## src/pso_pkg.sv

```systemverilog
`default_nettype none
package pso_pkg;

  localparam int DIMS  = 16;
  localparam int DIM_W = (DIMS > 1) ? $clog2(DIMS) : 1;

  localparam logic [2:0] OP_LOAD_PV  = 3'd0;
  localparam logic [2:0] OP_POS_LIM  = 3'd1;
  localparam logic [2:0] OP_VEL_LIM  = 3'd2;
  localparam logic [2:0] OP_GBEST    = 3'd3;
  localparam logic [2:0] OP_INIT_PB  = 3'd4;
  localparam logic [2:0] OP_UPD_PB   = 3'd5;
  localparam logic [2:0] OP_STEP     = 3'd6;
  localparam logic [2:0] OP_UNUSED   = 3'd7;

  localparam logic [1:0] REG_INERTIA  = 2'd0;
  localparam logic [1:0] REG_PERSONAL = 2'd1;
  localparam logic [1:0] REG_GLOBAL   = 2'd2;

  localparam logic [15:0] INERTIA_RST  = 16'd2867;
  localparam logic [15:0] PERSONAL_RST = 16'd6144;
  localparam logic [15:0] GLOBAL_RST   = 16'd6144;

  localparam int PROD_W = 50;
  localparam int ACC_W  = 52;

  typedef enum logic [2:0] {
    S_IDLE,
    S_COPY,
    S_EMIT,
    S_MUL,
    S_VEL,
    S_POS
  } state_t;

  typedef struct packed {
    logic mul_en;
    logic acc_en;
    logic first;
  } mac_ctl_t;

endpackage
`default_nettype wire

```

## src/pso_mac.sv

```systemverilog
`default_nettype none
module pso_mac import pso_pkg::*; (
  input  wire logic                    clk,
  input  wire mac_ctl_t                ctl,
  input  wire logic signed [32:0]      mul_a,
  input  wire logic signed [16:0]      mul_b,
  output logic signed [ACC_W-1:0]      acc
);

  logic signed [PROD_W-1:0] prod;

  always_ff @(posedge clk) begin
    if (ctl.mul_en) begin
      prod <= mul_a * mul_b;
    end
    if (ctl.acc_en) begin
      acc <= (ctl.first ? '0 : acc) + {{(ACC_W-PROD_W){prod[PROD_W-1]}}, prod};
    end
  end

endmodule
`default_nettype wire

```

## config.mk

```make
export PLATFORM = sky130hd
export DESIGN_NAME = pso_mac
export DESIGN_NICKNAME = d
export VERILOG_FILES = /design/src/pso_pkg.sv /design/src/pso_mac.sv
export SDC_FILE = /design/constraint.sdc
export NUM_CORES = 2
export LEC_CHECK = 0
export ABC_AREA = 1
export BUFFER_PORTS_ARGS = -buffer_cell sky130_fd_sc_hd__buf_2
export CORE_MARGIN = 2
export CORE_UTILIZATION = 25
export CTS_CLUSTER_DIAMETER = 150
export DETAILED_ROUTE_END_ITERATION = 16
export PLACE_DENSITY = 0.4
export SLEW_MARGIN = 20
export SYNTH_ARGS = -nofsm -noshare
export SYNTH_HDL_FRONTEND = slang
export SYNTH_SLANG_ARGS = --single-unit
```

## constraint.sdc

```tcl
create_clock -name clk -period 15 [get_ports clk]
set_input_delay 1.5 -clock clk [delete_from_list [all_inputs] [get_ports clk]]
set_output_delay 1.5 -clock clk [all_outputs]
set_load 0.03 [all_outputs]
```

==> results.md <==
- Complex-gate fraction of the synthesized area: 0.0240
- Slowest stage delay, CP: 0.69 ns
- Met1 Routed Length: 45700 um
- CORE AREA: 0.117 mm2
- Worst Clk Skew: 0.00803 ns
- Starting Density: 0.253
- Skew-Pair Late Insertion Delay: 0.38 ns
- Cell row count: 125
- Final setup vio count: 0
- Layout area overhead: 7.61%
- Max-cap violation count: 0
- Drt via density: 4.18
- Avg Cell Area, Syn: 7.13 um2
- Critical Path Sink Type: register
- Largest family of logic cells by synthesized area: adder cells
- Clock sinks: 102
- Vias in the first global route: 25500
- Hold Path Stages: 1
- Slowest CP cell: buf_2
- GRT Resource Usage Total: 0.161
- Top Layer Used: met4
- WHS Endpoint: acc[0]$_DFFE_PP_
- DRT antenna net count: 0
- R2r worst-path depth: 13
- Top Ports: 106
- Clk pin slew, worst setup/hold paths: 0.07 ns
- Met2 Wirelength: 45600 um
- HP Start: prod[0]$_DFFE_PP_
- Fraction of layout cells with a size suffix above 1: 0.0565
- First-pass detailed-route iteration total: 5
- PortBufs: 105
- Synth Area in XOR/XNOR: 0.0172
- H-Tree Level Count: 3
- CTS Hold Buffers Added: 0
- Drt wl/cell: 16.8 um
- DRT iter0 DRCs: 1143
- Seq/Total Area, Yosys: 0.104
- Mapped Area: 0.0295 mm2
- Worst reg2reg setup slack: 12.16 ns
- DP Area: 0.0314 mm2
- Residual DRC: 0
- Gate Count Post-Synth: 4137
- Max-slew headroom: 0.352
- Hpwl dp: 80300 um
- Post-synthesis register bit count: 102
- EDFF count, synth: 102
- WL final: 95100 um
- Design area: 0.0317 mm2
- Height of the die: 347 um
- RR Endpoint: acc[48]$_DFFE_PP_
- CP Data Required Time: 15.12 ns
- Total gr overflow: 0
- FF-to-FF Start: acc[0]$_DFFE_PP_
- Crit path DAT: 7.49 ns
- Post-CTS Setup Inserts: 0
- Area taken by multi-input logic gates: 0.0211 mm2
- ANT cells: 0
- Synth Area in Simple Gates: 0.240
- Mux cell area share after synthesis: 0
- Synth async-reset ratio: 0
- Nets: 4879
- Syn Nets: 4896
- CP most frequent cell: fa_1
- Die W: 347 um
- Num CTS Buffers: 9
- Ys flop type: edfxtp_1
- Initial antenna violation count: 0
- Actual slew at the worst max-slew pin: 0.973 ns
- Unrepaired setup endpoints after global routing: false
- Register area: 0.00306 mm2
- Tcrit/Tclk final: 0.491
- Synth Area in Adders: 0.436
- Met3 wire length: 2400 um
- Setup TNS: 0 ns
- Tmin final: 7.37 ns
- # fillers: 13100
- Critical Path Start Type: input pin
- CTS tree: yes
- Vias post-DR: 23600
- Crit path max fanout: 33
- Worst min-delay path category: register to register
- Clock root cell: clkbuf_16
- Maximum clock rate: 0.136 GHz
- Die area: 0.121 mm2
- Status: finished, final reports clean
- Crit path kind: input pin to register
- Final Hold Vio Count: 0
- CP Cell Sequence: buf_2, nand2_1, fa_1, inv_1, fa_1, inv_1, fa_1, fa_1, fa_1, fa_1, inv_1, ha_1, nand2_1, nor2_1, nand2_1, nor2_1, nand3_1, nand4_1, nand2_1
- First-pass GRT wire length: 150000 um
- Worst-case clock buffer depth: 2
- Warnings from Yosys: 0
- Largest net degree at the start of global routing: 53
- Number of max-slew violations in the final report: 0
- Library cells used by synthesis: 31
- Cts repair resizes: 0
- GP Congestion: 0.877
through the flow:
| stage | utilization | worst slack, ns | hold WS, ns | instances |
|---|---|---|---|---|
| 6_report | 0.272 | 7.63 | 0.652 | 5648 |
| 3_5_place_dp | 0.270 | 7.21 | 0.651 | 5633 |
| 5_1_grt | 0.272 | 7.27 | 0.699 | 5648 |
| 3_3_place_gp | 0.270 | 7.24 | 0.667 | 5633 |
| 4_1_cts | 0.272 | 7.63 | 0.674 | 5648 |
| 2_1_floorplan | - | 8.13 | 0.526 | 4137 |
per-layer routing:
| metal | track usage | vias up |
|---|---|---|
| met5 | 0 | - |
| met4 | 0.0264 | 0 |
| met3 | 0.0106 | 72 |
| met2 | 0.281 | 327 |
| met1 | 0.222 | 11600 |
| li1 | - | 11600 |
cell usage after synthesis (all sizes together), types with 9 or more instances:
| cell type | count | area share |
|---|---|---|
| a21oi | 81 | 0.014 |
| inv | 1270 | 0.16 |
| nand4 | 37 | 0.0079 |
| xnor2 | 17 | 0.0051 |
| nand2 | 1305 | 0.17 |
| xor2 | 41 | 0.012 |
| nor2 | 264 | 0.038 |
| clkbuf | 139 | 0.018 |
| fa | 537 | 0.36 |
| ha | 168 | 0.071 |
| o21ai | 33 | 0.0059 |
| edfxtp | 102 | 0.10 |
| nand3 | 93 | 0.017 |
| o21bai | 9 | 0.0023 |
| nor3 | 20 | 0.0053 |
cell families after synthesis:
kind of cell               Yosys count
DFF                                102
and+or+nand+nor                   1733
AOI/OAI and AO/OA                  130
buffers and inverters             1409
xor gates and xnor gates            58
adders and majority gates          705
worst max-delay path by stage:
| stage | startpoint | to | slack [ns] | cells after the start |
|---|---|---|---|---|
| floorplan | mul_a[32] | prod[49]$_DFFE_PP_ | 8.13 | 24 |
| detailed placement | mul_b[5] | prod[42]$_DFFE_PP_ | 7.21 | 19 |
| finish | mul_b[5] | prod[42]$_DFFE_PP_ | 7.63 | 19 |
| global placement | mul_b[5] | prod[42]$_DFFE_PP_ | 7.24 | 19 |
| global route | mul_b[2] | prod[42]$_DFFE_PP_ | 7.27 | 19 |
| CTS | mul_b[5] | prod[42]$_DFFE_PP_ | 7.63 | 19 |
placed cells by master (no fill, tap or decap), types with 11 or more instances in the layout:
cell,n
fa_1,537
buf_2,105
edfxtp_1,102
nor2_2,33
inv_1,1255
o21ai_0,28
nor3_2,11
ha_1,168
nor2_1,225
inv_2,15
xnor2_1,17
nand2_1,1278
nand4_1,37
nand3_1,86
xor2_1,41
a21oi_1,80
nand2_2,27
sequential cells by signal, indices dropped and copies added, names as in the netlist:
| register | cells |
|---|---|
| acc | 52 |
| prod | 50 |
critical path: cells and delay by family:
kind          cells  cell delay [ns]
buf+inv           4             1.00
fa+ha+maj         7             3.64
simple gates      8             1.34
layout make-up:
class | instances | area share
clock inverter | 5 | 0.00185
timing repair buffer | 111 | 0.0180
sequential | 102 | 0.0965
tap | 1524 | 0.0601
clock buffer | 10 | 0.00722
multi-input combinational | 2626 | 0.666
inverter | 1270 | 0.150
Power is not shown: default switching activity piles up to over one toggle a cycle in this logic, so the estimate is an artifact.
